[src/design/msk_pkg.sv]
`timescale 1ns / 1ps

package msk_pkg;

	localparam int DEFAULT_STACK_DEPTH = 64;
	localparam int DEFAULT_VALUE_WIDTH = 32;

	localparam int STATUS_WIDTH = 2;

	localparam logic [STATUS_WIDTH-1:0] ST_OK        = 2'd0;
	localparam logic [STATUS_WIDTH-1:0] ST_UNDERFLOW = 2'd1;
	localparam logic [STATUS_WIDTH-1:0] ST_OVERFLOW  = 2'd2;

	localparam logic ACT_PUSH = 1'b0;
	localparam logic ACT_POP  = 1'b1;

	// move applied to every cell of the chain in the same cycle
	typedef struct packed {
		logic push;
		logic pop;
	} msk_shift_t;

endpackage

[src/design/msk_ctrl.sv]
`timescale 1ns / 1ps

module msk_ctrl #(
	parameter int STACK_DEPTH = msk_pkg::DEFAULT_STACK_DEPTH,
	parameter int VALUE_WIDTH = msk_pkg::DEFAULT_VALUE_WIDTH,
	localparam int CountWidth = $clog2(STACK_DEPTH + 1)
) (
	input  logic                                  clk,
	input  logic                                  arst_n,
	input  logic                                  in_valid,
	output logic                                  in_ready,
	input  logic                                  action,
	input  logic signed [VALUE_WIDTH-1:0]         value,
	input  logic signed [VALUE_WIDTH-1:0]         head_value,
	input  logic signed [VALUE_WIDTH-1:0]         head_min,
	output msk_pkg::msk_shift_t                   shift,
	output logic signed [VALUE_WIDTH-1:0]         push_min,
	output logic                                  out_valid,
	input  logic                                  out_ready,
	output logic [msk_pkg::STATUS_WIDTH-1:0]      status,
	output logic [CountWidth-1:0]                 entry_count,
	output logic                                  is_empty,
	output logic signed [VALUE_WIDTH-1:0]         top_value,
	output logic signed [VALUE_WIDTH-1:0]         lowest_value
);
	import msk_pkg::*;

	localparam logic [CountWidth-1:0] FullCount = CountWidth'(STACK_DEPTH);

	logic [CountWidth-1:0]   count_q;
	logic [STATUS_WIDTH-1:0] status_q;
	logic                    out_valid_q;
	logic                    accept;
	logic                    empty;
	logic                    full;
	logic [STATUS_WIDTH-1:0] status_d;

	assign in_ready = !out_valid_q || out_ready;
	assign accept   = in_valid && in_ready;
	assign empty    = (count_q == '0);
	assign full     = (count_q == FullCount);

	assign shift.push = accept && (action == ACT_PUSH) && !full;
	assign shift.pop  = accept && (action == ACT_POP) && !empty;

	// running minimum kept beside the pushed value
	assign push_min = (empty || (value < head_min)) ? value : head_min;

	always_comb begin
		status_d = ST_OK;
		if (action == ACT_PUSH && full)
			status_d = ST_OVERFLOW;
		else if (action == ACT_POP && empty)
			status_d = ST_UNDERFLOW;
	end

	always_ff @(posedge clk or negedge arst_n) begin
		if (!arst_n) begin
			count_q     <= '0;
			out_valid_q <= 1'b0;
			status_q    <= ST_OK;
		end else begin
			if (shift.push)
				count_q <= count_q + 1'b1;
			else if (shift.pop)
				count_q <= count_q - 1'b1;
			if (accept) begin
				out_valid_q <= 1'b1;
				status_q    <= status_d;
			end else if (out_ready) begin
				out_valid_q <= 1'b0;
			end
		end
	end

	// the stack only moves on an accepted beat, which also refreshes the result
	assign out_valid    = out_valid_q;
	assign status       = status_q;
	assign entry_count  = count_q;
	assign is_empty     = empty;
	assign top_value    = empty ? '0 : head_value;
	assign lowest_value = empty ? '0 : head_min;

endmodule

[config.mk]
export PLATFORM = sky130hd
export DESIGN_NAME = msk_ctrl
export DESIGN_NICKNAME = d
export VERILOG_FILES = /design/src/design/msk_pkg.sv /design/src/design/msk_ctrl.sv
export SDC_FILE = /design/constraint.sdc
export NUM_CORES = 1
export LEC_CHECK = 0
export BUFFER_PORTS_ARGS = -buffer_cell sky130_fd_sc_hd__buf_2
export CAP_MARGIN = 40
export CELL_PAD_IN_SITES_DETAIL_PLACEMENT = 1
export CELL_PAD_IN_SITES_GLOBAL_PLACEMENT = 1
export CORE_ASPECT_RATIO = 0.7
export CORE_MARGIN = 10
export CORE_UTILIZATION = 27
export CTS_CLUSTER_DIAMETER = 150
export CTS_CLUSTER_SIZE = 25
export DETAILED_ROUTE_END_ITERATION = 10
export PLACE_DENSITY_LB_ADDON = 0.25
export SLEW_MARGIN = 20
export SYNTH_ARGS = -nofsm -noshare
export SYNTH_HDL_FRONTEND = slang
export SYNTH_SLANG_ARGS = --single-unit
export TNS_END_PERCENT = 1
[constraint.sdc]
create_clock -name clk -period 2.6 [get_ports clk]
set_clock_uncertainty 0.15 [all_clocks]
set_input_delay 0.39 -clock clk [delete_from_list [all_inputs] [get_ports clk]]
set_output_delay 0.39 -clock clk [all_outputs]
set_load 0.02 [all_outputs]
### Yosys cells after proc, flatten, opt, wreduce, memory -nomap -nowiden

Cells that the tools add are included.

| storage, ports and cells | value |
|---|---|
| logic and storage cells | 32 |
| bits in registers | 10 |
| bits of input ports | 101 |

| operators by class | value |
|---|---|
| equal/unequal tests | 1 |
| order comparisons | 1 |
| $add $sub $neg | 2 |
| reduce and logical (&&, ||, !) cells | 15 |
| muxes and demuxes | 9 |
| bitwise logic cells | 1 |

Operator list:

| kind | count |
|---|---|
| $mux 32 | 3 |
| $lt 32x32->1 | 1 |
| $mux 7 | 2 |
| $add 7x1->7 const B | 1 |
| $eq 7x7->1 const B | 1 |
| $logic_and 1x1->1 | 7 |
| $logic_not 7->1 | 1 |
| $sub 7x1->7 const B | 1 |
| $reduce_bool 2->1 | 2 |
| $logic_not 1->1 | 3 |
| $mux 1 | 3 |
| $logic_or 1x1->1 | 2 |
| $mux 2 | 1 |
| $not 1->1 | 1 |

### Logic depth before layout (Yosys ltp)

Gate-level depths: netlist (run 1).

| depth | value |
|---|---|
| depth after elaboration | 7 |
| gate-level depth with buffers | 11 |
| mapped depth without buffers | 11 |

### Least setup slack after synthesis (run 1)

Ideal clock, no wire load.

| timing path | value |
|---|---|
| kind | register -> register |
| from | reg out_valid_q, in the netlist out_valid |
| to | reg count_q[6], in the netlist entry_count[6] |
| data arrival time | 3.286 ns |
| cell stages (with the launch flop) | 12 |
| path buffers | 0 |
| slack | -0.917 ns |
| clock period less this slack | 3.517 ns |
| setup time | 0.081 ns |
| required time | 2.369 ns |
| path through | dfrtp_1 > nand2b_1 > nand2_1 > nor3b_1 > inv_1 > fa_1 > a21o_1 > a21oi_1 > o21bai_1 > a21oi_1 > mux2i_1 > xnor2_1 |

RTL lines:

| what | RTL line | RTL |
|---|---|---|
| start, declared | msk_ctrl.sv:32 | `logic out_valid_q;` |
| start signal, assigned | msk_ctrl.sv:60 | `out_valid_q <= 1'b0;` |
| start signal, assigned | msk_ctrl.sv:68 | `out_valid_q <= 1'b1;` |
| start signal, assigned | msk_ctrl.sv:71 | `out_valid_q <= 1'b0;` |
| end signal, assigned | msk_ctrl.sv:64 | `count_q <= count_q + 1'b1;` |
| end signal, assigned | msk_ctrl.sv:66 | `count_q <= count_q - 1'b1;` |
| end, declared | msk_ctrl.sv:30 | `logic [CountWidth-1:0] count_q;` |

### Worst setup path after layout (run 1)

| timing path | value |
|---|---|
| from | in head_min[5] |
| to | out push_min[24] |

| on the way | value |
|---|---|
| longest elaborated chain between the ends | 3 |

Ends and longest elaborated chain:

| what | RTL line | RTL |
|---|---|---|
| start, declared | msk_ctrl.sv:15 | `input logic signed [VALUE_WIDTH-1:0] head_min,` |
| $lt 32x32->1 | msk_ctrl.sv:47 | `assign push_min = (empty \|\| (value < head_min)) ? value : head_min;` |
| $logic_or 1x1->1 | msk_ctrl.sv:47 |  |
| $mux 32 | msk_ctrl.sv:47 |  |
| end, declared | msk_ctrl.sv:17 | `output logic signed [VALUE_WIDTH-1:0] push_min,` |

No other way between the ends.

==> impl_metrics.tcl, run 1 <==
set metrics [dict create \
    status "finished, violations left" \
    violations "setup timing" \
    path_delay_family "compound AO/OA/AOI/OAI gates" \
    syn_inst 551 \
    critPathRequiredTime_ns 2.06 \
    syn_area_um2 3620 \
    crit_path_max_incr_delay_ns 0.40 \
    cp-startpoint "head_min[5]" \
    fin_crit_sh_pct 120 \
    grt_pass1_wl_mm 31.1 \
    ys_ff_latch 10 \
    first_iter_violations 322 \
    worst_setup_path_start_kind "input port" \
    yosysWarnings 0 \
    wirelength_mm 19.8 \
    syn_to_final_growth_pct 65.3 \
    finalHoldViolations 0 \
    antenna_found_initial 0 \
    m1WireLength_mm 8.02 \
    clock_latency_ns 0.23 \
    hpwl_mm 15.9 \
    arrival_ns 2.59 \
    fmax_mhz 319 \
    drv_cap 0 \
    gp_congestion 0.997 \
    drc 0 \
    layout.cells.non_filler 1005 \
    dr_wl_met3_mm 1.87 \
    port_buffers 210 \
    p_total_mw 3.03 \
    post_cts_buffers 0 \
    cts_made_buffers 3 \
    numClockSinks 10 \
    dr.pass1.iters 5 \
    hold_class "input port to flop" \
    setup_ws_ns -0.531 \
    wl_met2_mm 9.67 \
    grt_remaining_overflow 0 \
    synth_area_per_cell_um2 6.58 \
    synth_flop_cell "dfrtp_1" \
    p_seq_share_pct 9.7 \
    cp_num_buf_inv 4 \
    clock_path_buffers 2 \
    utilization_pct 45.6 \
    setup_viol_count_final 32 \
    diodes 0 \
    dp_cells 1000 \
    total_leakage_power_nw 2.94 \
    internal_power_mw 1.44 \
    min_period_ns 3.13 \
    layout_commonest_cell "buf_2" \
    rr_startpoint "entry_count[3]$_DFFE_PN0P_" \
    routedWlPerCell_um 19.7 \
    nFillCells 1731 \
    cpMaxStageDelayCell "o311a_1" \
    mostFrequentLayoutCells "buf_2, buf_4, nand2_1, nand3_1, inv_1" \
    core_um2 13100 \
    start_util_pct 27.6 \
    num_vias 5566 \
    synth-async-reset-ratio_pct 100 \
    power_frac_comb_pct 80.3 \
    synth_edf_count 0 \
    min-delay-start "in_valid" \
    tightest_slew_ns 0.695 \
    synth_cell_types 36 \
    synth_nets 689 \
    vias_per_cell 5.54 \
    maxSlewViolCount 0 \
    power_density_nw_per_um2 506 \
    switching_share_pct 52.5 \
    drive_gt1_share_pct 45.1 \
    track_usage_pct 20.2 \
    end_kind "primary output" \
    clk_pin_slew_ns 0.04 \
    core.rowCount 35 \
    cts_tree "done" \
    crit_chain "buf_2 > inv_1 > ha_1 > nand4_1 > o311a_1 > o41a_4 > buf_12 > o2111ai_1 > nand4b_1 > buf_2" \
    vdd_drop_max_mv 0.320 \
    dieHeight_um 117 \
    final_antenna_net_count 0 \
    p_sw_mw 1.59 \
    cp_max_fo 46 \
    rsz0062_at_grt "true" \
    io_pins 211 \
    yosysSeqAreaShare_pct 6.91 \
    cts-root-buf "clkbuf_16" \
    grt_pass1_vias 5977 \
    nNetsFinal 978 \
    critPathKind "input port to primary output" \
    p_clk_share_pct 10.0 \
    path_common_cell "buf_2" \
    maxSlewHeadroom_pct 53.7 \
    highest_layer "met4" \
    grt_max_degree 65 \
    dieArea_um2 18500 \
    die_w_um 158 \
    htreeDepth 1 \
]
==> state kept, by name (all words and copies together) (netlist names) <==
signal,flops
entry_count,7
status,2
out_valid,1
==> cell usage after synthesis (all sizes together), types with 18 or more instances <==
cell     number  area (um^2)
nor3         33          165
and2         34          213
ha           36          450
nand2        77          289
clkbuf       41          154
a22oi        33          248
nand3        36          180
a21oi        18         90.1
a41oi        32          280
nand4b       33          289
nor2         37          139
inv          38          143
o2111ai      32          280
==> power by group through the flow <==
stage	Combinational (mW)	Sequential (mW)	Clock (mW)
floorplan	1.30	0.360	0
global placement	2.26	0.278	0
detailed placement	2.38	0.282	0
CTS	2.42	0.282	0.308
global route	2.66	0.306	0.318
finish	2.44	0.294	0.303
==> what timing repair did <==
action | CTS | global route
setup endpoints to repair | 33 | 67
endpoints found under the hold margin | 10 | 0
gates resized for setup | 11 | 17
hold buffers | 1 | 0
pin swaps | 2 | 4
==> logic make-up after synthesis <==
family | Yosys count | share of synthesized area [%]
compound gates | 137 | 29.0
mux | 2 | 0.587
flops | 10 | 6.91
fa+ha+maj | 37 | 13.0
xor+xnor | 7 | 1.69
simple gates | 262 | 37.3
buf+inv | 96 | 11.5
==> per-stage QoR <==
stage	setup TNS, ns	setup WS, ns	cell area (um^2)	hold slack, ns
after floorplan	-2.85	-0.0940	3690	-0.0556
after global placement	-14.58	-0.510	5780	0.110
after detailed placement	-16.19	-0.566	5780	0.117
after CTS	-14.26	-0.518	5920	0.282
after global routing	-18.25	-0.615	5990	0.283
final	-14.79	-0.531	5990	0.285
==> layer usage <==
layer	GRT usage, %	vias up
met5	0	-
met4	3.14	0
met3	5.70	18
met2	36.9	231
met1	23.3	2668
li1	-	2649
==> final cells by class <==
type	instances	area, um^2	share of cell area [%]
Multi-Input combinational cell	445	3100	51.7
Timing Repair Buffer	342	2190	36.6
Clock buffer	4	88.8	1.48
Tap cell	166	208	3.47
Sequential cell	10	256	4.28
Inverter	38	143	2.38
==> worst paths after layout <==
path                                              end  slack [ns]  cells past startpoint
max                                      push_min[24]       -0.53                     10
min                             out_valid$_DFFE_PN0P_        0.29                      2
max reg2reg                entry_count[6]$_DFFE_PN0P_        0.06                     11
min reg2reg                     status[0]$_DFFE_PN0N_        0.36                      2
max in group asynchronous  entry_count[2]$_DFFE_PN0P_        1.63                      2
min in group asynchronous  entry_count[3]$_DFFE_PN0P_        0.45                      2
Power figures use the tool's default switching activity.
==> inputs of run 2 (changes only) <==
--- a/config.mk
+++ b/config.mk
@@ -12,6 +12,7 @@
 export CORE_ASPECT_RATIO = 0.7
 export CORE_MARGIN = 10
 export CORE_UTILIZATION = 27
+export CTS_BUF_LIST = sky130_fd_sc_hd__clkbuf_8
 export CTS_CLUSTER_DIAMETER = 150
 export CTS_CLUSTER_SIZE = 25
 export DETAILED_ROUTE_END_ITERATION = 10
==> impl_metrics.tcl, run 2 (synthesized netlist as in run 1, its figures left out) <==
set metrics [dict create \
    syn_to_final_growth_pct 64.2 \
    reg2reg_slack_ns 0.08 \
    routedWlPerCell_um 19.5 \
    cts_made_buffers 3 \
    numClockSinks 10 \
    drive_gt1_share_pct 45.1 \
    crit_path_max_incr_delay_ns 0.41 \
    critPathKind "input port to primary output" \
    rr_startpoint "entry_count[3]$_DFFE_PN0P_" \
    critPathRequiredTime_ns 2.06 \
    arrival_ns 2.58 \
    holdWs_ns 0.283 \
    first_iter_violations 336 \
    hold_class "input port to flop" \
    status "finished, violations left" \
    min_to "out_valid$_DFFE_PN0P_" \
    drc 0 \
    end_kind "primary output" \
    violations "setup timing" \
    antenna_found_initial 0 \
    worst_setup_path_start_kind "input port" \
    gp_congestion 0.997 \
    p_sw_mw 1.57 \
    maxSlewHeadroom_pct 53.0 \
    port_buffers 210 \
    dr.pass1.iters 5 \
    cp_num_buf_inv 4 \
    min-delay-start "in_valid" \
    tightest_slew_ns 0.705 \
    io_pins 211 \
    wirelength_mm 19.6 \
    setup_ws_ns -0.523 \
    path_delay_family "compound AO/OA/AOI/OAI gates" \
    p_seq_share_pct 9.9 \
    crit_chain "buf_2 > inv_1 > ha_1 > nand4_1 > o311a_1 > o41a_4 > buf_12 > o2111ai_1 > nand4b_1 > buf_2" \
    wl_met2_mm 9.57 \
    clk_pin_slew_ns 0.05 \
    htreeDepth 1 \
    path_common_cell "buf_2" \
    total_leakage_power_nw 2.93 \
    final_antenna_net_count 0 \
    finalHoldViolations 0 \
    mostFrequentLayoutCells "buf_2, buf_4, nand2_1, nand3_1, inv_1" \
    hpwl_mm 15.9 \
    cpMaxStageDelayCell "o311a_1" \
    cp-startpoint "head_min[5]" \
    grt_remaining_overflow 0 \
    start_util_pct 27.6 \
    dieArea_um2 18500 \
    min_period_ns 3.12 \
    clock_latency_ns 0.23 \
    cts_tree "done" \
    hold_depth 2 \
    grt_pass1_vias 5966 \
    switching_share_pct 53.9 \
    track_usage_pct 20.0 \
    clock_path_buffers 2 \
    fmax_mhz 320 \
    nNetsFinal 978 \
    setup_viol_count_final 32 \
    vdd_drop_max_mv 0.307 \
    highest_layer "met4" \
    rsz0062_at_grt "true" \
    vias_per_cell 5.55 \
    largest_register_ffs 7 \
    diodes 0 \
    maxSlewViolCount 0 \
    fin_crit_sh_pct 120 \
    fin_setup_tns_ns -14.49 \
    rr_worst_depth 11 \
    drv_cap 0 \
    die_w_um 158 \
    num_vias 5582 \
    m1WireLength_mm 7.92 \
    dr_wl_met3_mm 1.87 \
    cts-root-buf "clkbuf_8" \
    core_um2 13100 \
    cp_max_fo 46 \
    power_density_nw_per_um2 489 \
    grt_pass1_wl_mm 30.9 \
    dieHeight_um 117 \
    core.rowCount 35 \
    p_clk_share_pct 6.6 \
    dp_slack_ns -0.566 \
    layout_commonest_cell "buf_2" \
    power_frac_comb_pct 83.5 \
    grt_max_degree 65 \
    rr_endpoint "entry_count[6]$_DFFE_PN0P_" \
    internal_power_mw 1.34 \
]
-- run 2: power by group through the flow --
stage               clock (mW)  combinational [mW]  sequential (mW)
global route             0.202                2.66            0.300
finish                   0.192                2.43            0.287
floorplan                    0                1.30            0.360
global placement             0                2.26            0.278
CTS                      0.196                2.42            0.280
detailed placement           0                2.38            0.282
-- run 2: metrics by stage --
step,area [um^2],utilization [%],power (mW),cells
after floorplan,3690,-,1.66,551
after global placement,5780,44.0,2.54,1000
after detailed placement,5780,44.0,2.67,1000
after CTS,5880,44.8,2.90,1005
after global routing,5950,45.3,3.16,1005
final,5950,45.3,2.91,1005
-- run 2: worst register-to-register path, stage by stage (launching register included) --
cell      delay [ns]
dfrtp_1         0.41
nor2_2          0.07
nand4_1         0.11
nor3b_4         0.22
inv_2           0.09
fa_2            0.36
a21o_1          0.20
a21oi_2         0.16
o21bai_1        0.09
a21oi_2         0.17
mux2i_1         0.25
xnor2_1         0.15
-- run 2: how the worst max path moves through the flow --
stage                     cells past startpoint  slack [ns]           end
after floorplan                               9       -0.09  push_min[24]
after global placement                       13       -0.51  push_min[23]
after detailed placement                     10       -0.57  push_min[31]
after CTS                                    10       -0.52  push_min[31]
after global routing                         10       -0.61  push_min[21]
final                                        10       -0.52  push_min[21]
-- run 2: area by class of cell --
class,instances,area (um^2)
Timing Repair Buffer,342,2190
Sequential cell,10,256
Fill cell,1730,7190
Clock buffer,4,55.1
Multi-Input combinational cell,445,3090
Inverter,38,143
Tap cell,166,208
-- run 2: repair_timing --
action,in CTS,in global routing
hold buffers,1,0
pin swaps,2,3
hold endpoints to repair,10,0
setup endpoints to repair,33,65
buffers inserted,0,0
gates resized for setup,11,16
-- run 2: metal layers --
layer	vias up	global-route usage, %
met3	24	5.59
met4	0	2.95
met5	-	0
met2	246	36.7
li1	2651	-
met1	2661	23.1
