$ cat src/design/msk_pkg.sv
`timescale 1ns / 1ps

package msk_pkg;

	localparam int DEFAULT_STACK_DEPTH = 64;
	localparam int DEFAULT_VALUE_WIDTH = 32;

	localparam int STATUS_WIDTH = 2;

	localparam logic [STATUS_WIDTH-1:0] ST_OK        = 2'd0;
	localparam logic [STATUS_WIDTH-1:0] ST_UNDERFLOW = 2'd1;
	localparam logic [STATUS_WIDTH-1:0] ST_OVERFLOW  = 2'd2;

	localparam logic ACT_PUSH = 1'b0;
	localparam logic ACT_POP  = 1'b1;

	// move applied to every cell of the chain in the same cycle
	typedef struct packed {
		logic push;
		logic pop;
	} msk_shift_t;

endpackage

$ cat src/design/msk_cell.sv
`timescale 1ns / 1ps

module msk_cell #(
	parameter int VALUE_WIDTH = msk_pkg::DEFAULT_VALUE_WIDTH
) (
	input  logic                          clk,
	input  msk_pkg::msk_shift_t           shift,
	input  logic signed [VALUE_WIDTH-1:0] above_value,
	input  logic signed [VALUE_WIDTH-1:0] above_min,
	input  logic signed [VALUE_WIDTH-1:0] below_value,
	input  logic signed [VALUE_WIDTH-1:0] below_min,
	output logic signed [VALUE_WIDTH-1:0] entry_value,
	output logic signed [VALUE_WIDTH-1:0] entry_min
);
	import msk_pkg::*;

	logic signed [VALUE_WIDTH-1:0] value_q;
	logic signed [VALUE_WIDTH-1:0] min_q;

	// push moves entries away from the top, pop moves them towards it
	always_ff @(posedge clk) begin
		if (shift.push) begin
			value_q <= above_value;
			min_q   <= above_min;
		end else if (shift.pop) begin
			value_q <= below_value;
			min_q   <= below_min;
		end
	end

	assign entry_value = value_q;
	assign entry_min   = min_q;

endmodule

$ cat config.mk
export PLATFORM = sky130hd
export DESIGN_NAME = msk_cell
export DESIGN_NICKNAME = d
export VERILOG_FILES = /design/src/design/msk_pkg.sv /design/src/design/msk_cell.sv
export SDC_FILE = /design/constraint.sdc
export NUM_CORES = 1
export LEC_CHECK = 0
export ABC_AREA = 1
export BUFFER_PORTS_ARGS = -buffer_cell sky130_fd_sc_hd__buf_2
export CAP_MARGIN = 5
export CORE_UTILIZATION = 28
export CTS_CLUSTER_DIAMETER = 60
export DETAILED_ROUTE_END_ITERATION = 8
export PLACE_DENSITY = 0.6
export SLEW_MARGIN = 20
export SYNTH_ARGS = -nofsm -noshare
export SYNTH_HDL_FRONTEND = slang
export SYNTH_SLANG_ARGS = --single-unit
$ cat constraint.sdc
create_clock -name clk -period 1.6 [get_ports clk]
set_input_delay 0.32 -clock clk [delete_from_list [all_inputs] [get_ports clk]]
set_output_delay 0.32 -clock clk [all_outputs]
set_load 0.02 [all_outputs]
# Yosys cells after proc, flatten, opt, wreduce, memory -nomap -nowiden

Cells that the tools add are included.

Flip-flop bits (word level): 64
Logic and storage cells: 7

Muxes and demuxes: 4
Reduce and logical (&&, ||, !) cells: 1

Operators by type and width:

| operator           | count |
|---|---|
| $mux W32           | 4 |
| $reduce_bool A2 Y1 | 1 |

# Depth between registers and ports, before layout

Gate-level depths: netlist (run 1).

Depth in word-level cells: 2
Mapped depth: 4
Mapped depth without buffers: 3

# Worst setup path before layout (run 1)

Ideal clock, no wire load.

Path kind: input to register
Start point: input shift[1] (netlist bit)
End point: register min_q[0], in the netlist entry_min[0], enable pin
Arrival time: 1,287 ps
Data required time: 1,206 ps
Path slack: -81 ps
Stages on the path: 2
Path buffers: 1
Cells stage by stage: buf_6 > or2_2

Longest elaborated chain between the ends: 1

RTL lines:

| item                                | line           | source |
|---|---|---|
| start, declared                     | msk_cell.sv:7  | `input msk_pkg::msk_shift_t shift,` |
| $reduce_bool A2 Y1 (no source line) | --             |  |
| end signal, assigned                | msk_cell.sv:24 | `min_q <= above_min;` |
| end signal, assigned                | msk_cell.sv:27 | `min_q <= below_min;` |
| end, declared                       | msk_cell.sv:18 | `logic signed [VALUE_WIDTH-1:0] min_q;` |

No other way between the ends.
A chain may end at the register's enable or synchronous reset.

# Final worst setup path (run 1)

Start point: input shift[1] (netlist bit)
End point: register value_q[2], in the netlist entry_value[2], enable pin

Longest elaborated chain between the ends: 1

RTL lines:

| item                                | line           | source |
|---|---|---|
| $reduce_bool A2 Y1 (no source line) | --             |  |
| end signal, assigned                | msk_cell.sv:23 | `value_q <= above_value;` |
| end signal, assigned                | msk_cell.sv:26 | `value_q <= below_value;` |
| end, declared                       | msk_cell.sv:17 | `logic signed [VALUE_WIDTH-1:0] value_q;` |

No other way between the ends.

==> reports/qor.yml, run 1 <==
status:
  status: "complete, no violations"
worst_setup_path:
  worst-path-stages: 2
  critPathCaptureType: "flop"
  crit_slowest_cell: "or2_4"
  critPathKind: "primary input to flop"
  worst-endpoint-required_ns: 1.55
  cp-startpoint: "shift[1]"
  crit_path_cell_trace: "buf_2 > or2_4"
  worst_ep_arrival_time_ns: 1.19
  crit_path_start_kind: "primary input"
  timing.critical_path.max_delay_family: "simple AND/OR/NAND/NOR gates"
  path_max_fanout: 64
  critPathMaxStageDelay_ns: 0.69
  critical_path_buffers_and_inverters: 1
grt:
  first_global_vias: 2390
  grt_max_degree: 65
  globalRouteTotalUtil_pct: 13.56
  grt_first_pass_wirelength_um: 10310
  met2_usage_pct: 26.06
  grt-busiest-layer: "met2"
  initial_antenna_violation_count: 0
  use_met1_pct: 13.52
  grt_util_met3_pct: 3.520
  total_overflow_reported_by_the_global_router: 0
timing:
  report.final.slew_viol_count: 0
  min_period_ns: 1.239
  post-route-period-util_pct: 77.42
  hold_viol: 0
  max_clock_freq_ghz: 0.8072
  finalSetupTns_ns: 0
  unrepaired_setup_endpoints_after_global_routing: "false"
  timing.slew.headroom_pct: 41.24
  slew_worst_pin_ns: 0.8814
  report.final.setup_viol: 0
floorplanning:
  floorplan.die.width_um: 101.2
  core_area_sq_mm: 0.009371
  placement_rows: 35
  boundary_pin_count: 195
  die-area_sq_mm: 0.01024
  die_y_um: 101.2
  initial_core_util_pct: 29.40
cts:
  clock-sinks: 64
  post_cts_buffers: 0
  clk_transition_reported_paths_ns: 0.07
  hold_buffers: 0
  cts_root_buffer: "clkbuf_8"
  clock_path_buffers: 2
  cts.repair.resized: 0
  cts-buffers-inserted: 9
  h-tree-depth: 3
  cts_tree: "built"
place:
  detailedPlacementHpwl_um: 5090
  port_buffers: 194
  place.gp.congestion: 0.6916
  placed_cell_area_sq_mm: 0.003822
yosys:
  yosysUniqueCellTypes: 6
  post_synth.cell_area_avg_sq_um: 10.17
  synth_seq_area_share_pct: 69.75
  number_of_nets_in_the_synthesized_netlist: 402
  syn_area_sq_mm: 0.002755
  ys_seq_elements: 64
  yosysWarnings: 0
  synthCells: 271
routing:
  route.detailed.wl_per_inst_um: 11.47
  drt_iter0_drc: 54
  firstDrtPassIters: 4
  ant_nets: 0
  finalWirelength_um: 6883
  dr_total_vias: 2441
  vias_per_cell: 4.068
  drc_violation_count_after_routing: 0
power:
  vdd.ir_drop.worst_mv: 0.3588
  lkg_pwr_nw: 2.094
  powerDensity_mw_per_mm2: 1016
job:
  maxCapViolations: 0
final_layout:
  layout-drive-gt1-share_pct: 45.22
  layout-area-overhead-vs-synth_pct: 44.69
  nFillCells: 984
  mostFrequentLayoutCells: "194 x buf_2, 192 x nand2_1, 64 x edfxtp_1"
  post-route-cell-area_sq_mm: 0.003986
  layout.cells.most_common: "buf_2"
  number_of_antenna_repair_diodes: 0
  number_of_nets_at_the_end_of_the_flow: 597
worst_hold_path:
  worstHoldStart: "below_value[23]"
  worstHoldEndpoint: "entry_value[23]"
  hold_path_depth: 3
  hold_path.class: "primary input to flop"
per-stage QoR:
step                setup slack (ns)  total power, mW  hold WS (ns)  std cells  utilization [%]
floorplan                     0.2323            2.576        0.4986        271                -
global placement             0.04986            2.932        0.5888        584            40.79
detailed placement          0.003240            2.946        0.5893        584            40.79
CTS                           0.3630            4.125        0.2316        600            42.54
global route                  0.2992            4.259        0.2363        600            42.54
finish                        0.3612            4.050        0.2516        600            42.54
layer usage:
metal  part of all wire, %  vias up
li1                      -     1256
met1                    39     1065
met2                    52      112
met3                   7.3        8
met4                   1.4        0
met5                     0        -
where the power goes:
| group | internal (mW) | leakage, nW | switching, mW |
|---|---|---|---|
| clock network | 0.551 | 0.0757 | 0.605 |
| registers | 2.06 | 0.659 | 0.0398 |
| logic | 0.294 | 1.36 | 0.502 |
registers in the layout (all words and copies together), names as in the netlist:
signal / flops
entry_value: 32
entry_min: 32
layout make-up:
cell class / instances / area (sq um) / share of cell area, %
Multi-Input combinational cell: 193 / 729.5 / 18.30
Inverter: 1 / 3.754 / 0.09416
Clock inverter: 6 / 36.28 / 0.9102
Timing Repair Buffer: 197 / 1006 / 25.24
Tap cell: 129 / 161.4 / 4.049
Sequential cell: 64 / 1922 / 48.21
Clock buffer: 10 / 127.6 / 3.201
cells in the mapped netlist:
library cell,instances,area (sq um)
nand2_1,192,720.7
buf_6,6,67.56
edfxtp_1,64,1922
inv_2,1,3.750
or2_2,1,6.260
buf_2,7,35.03
cells by family after synthesis:
logic type	count (synthesis)	share of synthesized area, %
flops	64	69.75
buf+inv	14	3.860
simple gates	193	26.39
worst max-delay path by stage:
stage / end / slack [ns]
2_1_floorplan: entry_min[0] / 0.23
3_3_place_gp: entry_value[4] / 0.05
3_5_place_dp: entry_min[6] / 0.003
4_1_cts: entry_min[29] / 0.36
5_1_grt: entry_min[11] / 0.30
6_report: entry_value[2] / 0.36
No activity file was read; power rests on OpenSTA's default activity.
==> inputs of run 2 (changes only) <==
--- a/config.mk
+++ b/config.mk
@@ -5,13 +5,13 @@
 export SDC_FILE = /design/constraint.sdc
 export NUM_CORES = 1
 export LEC_CHECK = 0
-export ABC_AREA = 1
+export ABC_AREA = 0
 export BUFFER_PORTS_ARGS = -buffer_cell sky130_fd_sc_hd__buf_2
 export CAP_MARGIN = 5
 export CORE_UTILIZATION = 28
 export CTS_CLUSTER_DIAMETER = 60
 export DETAILED_ROUTE_END_ITERATION = 8
-export PLACE_DENSITY = 0.6
+export PLACE_DENSITY = 0.59
 export SLEW_MARGIN = 20
 export SYNTH_ARGS = -nofsm -noshare
 export SYNTH_HDL_FRONTEND = slang
==> constraint.sdc (replaced) <==
create_clock -name clk -period 1.1 [get_ports clk]
set_input_delay 0.22 -clock clk [delete_from_list [all_inputs] [get_ports clk]]
set_output_delay 0.22 -clock clk [all_outputs]
set_load 0.02 [all_outputs]
==> run 2 against run 1 <==
Effect of this change:
- the flow now finishes with violations (setup timing)
- flip-flop and latch count did not move
- clock power rose by 67%
- synthesized cell count fell by 50%
- sequential share of layout area fell by 5.6 points
- via count fell by 20%
- count of clock-buffer cells in the layout fell by 1
- global-route usage fell by 0.39 points
- worst setup slack got worse by 0.38 ns
- final area rose by 13%
- wire length rose by 2.1%
- worst hold slack got worse by 0.070 ns
- largest power group unchanged
- highest routed layer unchanged
==> reports/qor.yml, run 2 <==
status:
  status: "complete, but fails checks"
  failed_checks: "setup timing"
final_layout:
  finalCoreUtilization_pct: 45.48
  layout-area-overhead-vs-synth_pct: 55.12
  mostFrequentLayoutCells: "153 x buf_2, 64 x edfxtp_1, 49 x mux2_4"
  layout.cells.most_common: "buf_2"
  number_of_antenna_repair_diodes: 0
  layout-drive-gt1-share_pct: 80.58
  number_of_nets_at_the_end_of_the_flow: 471
yosys:
  synth_async_sr_flop_share_pct: 0
  yosys-top-cells-area: "edfxtp_1 66%, mux2_4 25%, mux2_2 5.8%"
  ys_seq_elements: 64
  syn_area_sq_mm: 0.002905
  synth_commonest_cells: "64 x edfxtp_1, 49 x mux2_4, 15 x mux2_2"
  synth_top_cell_by_area: "edfxtp_1"
  synth_top_area_share_pct: 66.15
  yosysUniqueCellTypes: 6
  synth-edff-count: 64
  synthCells: 136
  number_of_nets_in_the_synthesized_netlist: 267
  synth-main-ff-cell: "edfxtp_1"
  synth_seq_area_share_pct: 66.15
  yosys.cell_count.top_type: "edfxtp_1"
  post_synth.cell_area_avg_sq_um: 21.36
  yosysWarnings: 0
grt:
  grt_max_degree: 31
  globalRouteTotalUtil_pct: 13.16
  total_overflow_reported_by_the_global_router: 0
  first_global_vias: 2106
  initial_antenna_violation_count: 0
  grt_first_pass_wirelength_um: 10730
floorplanning:
  boundary_pin_count: 195
  placement_rows: 36
  floorplan.die.width_um: 103.9
  initial_core_util_pct: 29.32
  die-area_sq_mm: 0.01079
  core_area_sq_mm: 0.009910
  die_y_um: 103.9
job:
  maxCapViolations: 0
timing:
  unrepaired_setup_endpoints_after_global_routing: "true"
  post-route-period-util_pct: 101.9
  max_clock_freq_ghz: 0.8919
  slew_worst_pin_ns: 0.2381
  postLayoutSetupSlackWorst_ns: -0.02120
  report.final.setup_viol: 6
  whs_ns: 0.1811
  min_period_ns: 1.121
  report.final.slew_viol_count: 0
  timing.slew.headroom_pct: 84.12
  hold_viol: 0
cts:
  cts_root_buffer: "clkbuf_8"
  clock-sinks: 64
  cts_tree: "built"
  cts-buffers-inserted: 9
  hold_buffers: 0
  clk_transition_reported_paths_ns: 0.08
  h-tree-depth: 3
  clock_path_buffers: 2
  post_cts_buffers: 0
routing:
  firstDrtPassIters: 4
  drt_iter0_drc: 29
  route.detailed.wl_per_inst_um: 14.71
  ant_nets: 0
  drc_violation_count_after_routing: 0
  vias_per_cell: 4.100
  finalWirelength_um: 7030
  dr_total_vias: 1960
power:
  vdd.ir_drop.worst_mv: 0.6396
  powerDensity_mw_per_mm2: 1445
  lkg_pwr_nw: 2.105
worst_hold_path:
  hold_path.class: "primary input to flop"
worst_setup_path:
  crit_path_cell_trace: "buf_6"
  critPathMaxStageDelay_ns: 0.41
  critPathCaptureType: "output port"
  worst_ep_arrival_time_ns: 0.90
  timing.critical_path.max_delay_family: "flip-flops"
  critPathKind: "flop to output port"
  crit_path_start_kind: "flop"
  critical_path_buffers_and_inverters: 1
  worst-endpoint-required_ns: 0.88
  path_max_fanout: 1
  crit_slowest_cell: "edfxtp_1"
place:
  place.gp.congestion: 0.7613
  detailedPlacementHpwl_um: 5538
  port_buffers: 194
-- run 2: cell types whose count changed in the layout (fill, tap and decap cells not counted), sizes merged --
cell / previous run / this run
buf: 197 / 200
inv: 1 / 0
mux2: 0 / 64
clkbuf: 10 / 9
clkinvlp: 3 / 1
clkinv: 3 / 5
nand2: 192 / 0
bufinv: 0 / 1
-- run 2: cell type report --
| type | count | area [sq um] |
|---|---|---|
| Multi-Input combinational cell | 65 | 913.4 |
| Fill cell | 947 | 5403 |
| Timing Repair Buffer | 200 | 1319 |
| Clock inverter | 7 | 62.56 |
| Clock buffer | 9 | 123.9 |
| Sequential cell | 64 | 1922 |
| Tap cell | 133 | 166.4 |
-- run 2: cells by family (layout without fill, tap and decap cells) --
| kind of cell | Yosys count | in the layout | synth area share [%] |
|---|---|---|---|
| buffers and inverters | 7 | 216 | 2.498 |
| multiplexers | 64 | 64 | 31.14 |
| AND/OR/NAND/NOR | 1 | 1 | 0.2155 |
| flip-flops | 64 | 64 | 66.15 |
-- run 2: layer usage --
layer,share of wire [%],wire length [um],up-vias,global-route usage [%]
met5,0,0,-,0
met4,1.3,93,0,5.000
li1,-,-,942,-
met1,36,2540,909,13.89
met2,54,3788,101,23.29
met3,8.6,607,8,5.451
-- run 2: worst paths after layout --
kind | from | endpoint | slack [ns] | cells past startpoint
max | entry_value[23] | entry_value[23] | -0.02 | 1
min | below_value[20] | entry_value[20] | 0.18 | 2
-- run 2: through the flow --
step           power (mW)  std cells  setup WS, ns  setup TNS, ns  instance area, sq um
4_1_cts             6.528        478      -0.04343        -0.6651                  4407
3_3_place_gp        4.398        462      -0.09836         -4.398                  4070
2_1_floorplan       3.866        136       -0.2860         -18.30                  2925
3_5_place_dp        4.418        462       -0.1212         -5.036                  4070
6_report            6.511        478      -0.02120       -0.04765                  4507
5_1_grt             6.808        478      -0.06719         -1.907                  4507
-- run 2: report_power, final --
group / total [mW] / internal, mW / switching (mW) / leakage, nW
logic: 1.47 / 0.803 / 0.669 / 1.36
clock network: 1.94 / 1.02 / 0.913 / 0.0917
registers: 3.10 / 3.00 / 0.104 / 0.652
-- run 2: repair_timing --
action                                  in CTS  in global routing
endpoints found under the setup margin      42                 62
pin swaps                                    0                  0
gates resized for setup                     48                 32
==> inputs of run 3 (changes only) <==
==> constraint.sdc (replaced) <==
create_clock -name clk -period 1 [get_ports clk]
set_input_delay 0.2 -clock clk [delete_from_list [all_inputs] [get_ports clk]]
set_output_delay 0.2 -clock clk [all_outputs]
set_load 0.02 [all_outputs]
==> run 3 against run 2 <==
Effect of this change:
- the run still ends with setup timing left
- combinational power is 9.5% higher
- sequential share of layout area up 0.24 points
- die area unchanged
- largest cell class unchanged
- largest power group unchanged
- highest routed layer unchanged
==> reports/qor.yml, run 3 (synthesis results as in run 2) <==
cts:
  cts-buffers-inserted: 9
  h-tree-depth: 3
  clock_path_buffers: 2
  cts_tree: "built"
  clk_transition_reported_paths_ns: 0.07
  cts_root_buffer: "clkbuf_8"
  clock-sinks: 64
place:
  detailedPlacementHpwl_um: 5503
  port_buffers: 194
  place.gp.congestion: 0.7617
  dp.cells: 462
  pre_cts_slack_ns: -0.2011
  placed_cell_area_sq_mm: 0.004070
worst_setup_path:
  timing.critical_path.max_delay_family: "flip-flops"
  critical_path_buffers_and_inverters: 1
  path_max_fanout: 1
  crit_slowest_cell: "edfxtp_1"
  critPathCaptureType: "output port"
  worst-path-stages: 1
  critPathKind: "flop to output port"
  critPathMaxStageDelay_ns: 0.41
  crit_path_start_kind: "flop"
  worst-endpoint-required_ns: 0.80
  worst_ep_arrival_time_ns: 0.90
  crit_path_cell_trace: "buf_6"
final_layout:
  layout-drive-gt1-share_pct: 80.76
  layout-area-overhead-vs-synth_pct: 54.26
  mostFrequentLayoutCells: "155 x buf_2, 64 x edfxtp_1, 49 x mux2_4"
  number_of_antenna_repair_diodes: 0
  layout.cells.most_common: "buf_2"
  number_of_nets_at_the_end_of_the_flow: 471
  fin_cells: 476
  post-route-cell-area_sq_mm: 0.004482
  finalCoreUtilization_pct: 45.23
status:
  failed_checks: "setup timing"
  status: "complete, but fails checks"
timing:
  unrepaired_setup_endpoints_after_global_routing: "true"
  finalSetupTns_ns: -4.058
  report.final.slew_viol_count: 0
  slew_worst_pin_ns: 0.2405
  whs_ns: 0.1558
  hold_viol: 0
  min_period_ns: 1.104
  max_clock_freq_ghz: 0.9057
  report.final.setup_viol: 64
  post-route-period-util_pct: 110.4
  postLayoutSetupSlackWorst_ns: -0.1041
  timing.slew.headroom_pct: 83.97
grt:
  first_global_vias: 2053
  grt_first_pass_wirelength_um: 10580
  globalRouteTotalUtil_pct: 13.10
  grt_max_degree: 31
  total_overflow_reported_by_the_global_router: 0
  initial_antenna_violation_count: 0
power:
  lkg_pwr_nw: 2.095
  report.power.total_mw: 7.100
  powerDensity_mw_per_mm2: 1584
  vdd.ir_drop.worst_mv: 0.6950
routing:
  drt_iter0_drc: 33
  dr_total_vias: 1977
  firstDrtPassIters: 4
  ant_nets: 0
  route.detailed.wl_per_inst_um: 14.79
  vias_per_cell: 4.153
  drc_violation_count_after_routing: 0
  finalWirelength_um: 7040
floorplanning:
  die-area_sq_mm: 0.01079
  initial_core_util_pct: 29.32
  die_y_um: 103.9
  floorplan.die.width_um: 103.9
  placement_rows: 36
  core_area_sq_mm: 0.009910
  boundary_pin_count: 195
worst_hold_path:
  hold_path.class: "primary input to flop"
  hold_path_depth: 2
job:
  maxCapViolations: 0
-- run 3: changes by cell type in the layout (fill, tap and decap cells not counted) --
cell      previous run  this run
buf_2              153       155
buf_6               40        38
clkinv_1             3         2
clkinv_4             1         0
-- run 3: final cells by class --
class	count	area [sq um]
Clock inverter	5	50.05
Multi-Input combinational cell	65	913.4
Fill cell	935	5428
Timing Repair Buffer	200	1306
Sequential cell	64	1922
Clock buffer	9	123.9
Tap cell	133	166.4
-- run 3: worst paths after layout --
check                       start               to  slack (ns)
setup / recovery  entry_value[31]  entry_value[31]       -0.10
hold / removal    above_value[24]  entry_value[24]        0.16
-- run 3: timing repair --
item / in CTS / in global routing
hold buffers: 0 / 0
endpoints found under the hold margin: 0 / 0
endpoints found under the setup margin: 64 / 64
setup buffers: 0 / 0
gates resized for setup: 44 / 32
-- run 3: per-layer routing --
layer / share of wire, % / GRT usage (%) / wire length (um) / vias up
met1: 36 / 13.31 / 2566 / 922
li1: - / - / - / 939
met2: 52 / 22.62 / 3648 / 101
met3: 9.3 / 5.451 / 654 / 15
met4: 2.4 / 7.449 / 170 / 0
met5: 0 / 0 / 0 / -
-- run 3: report_power, final --
group	switching [mW]	total (mW)	internal (mW)
registers	0.109	3.41	3.30
logic	0.736	1.61	0.873
clock network	0.983	2.09	1.10
total	1.83	7.10	5.27
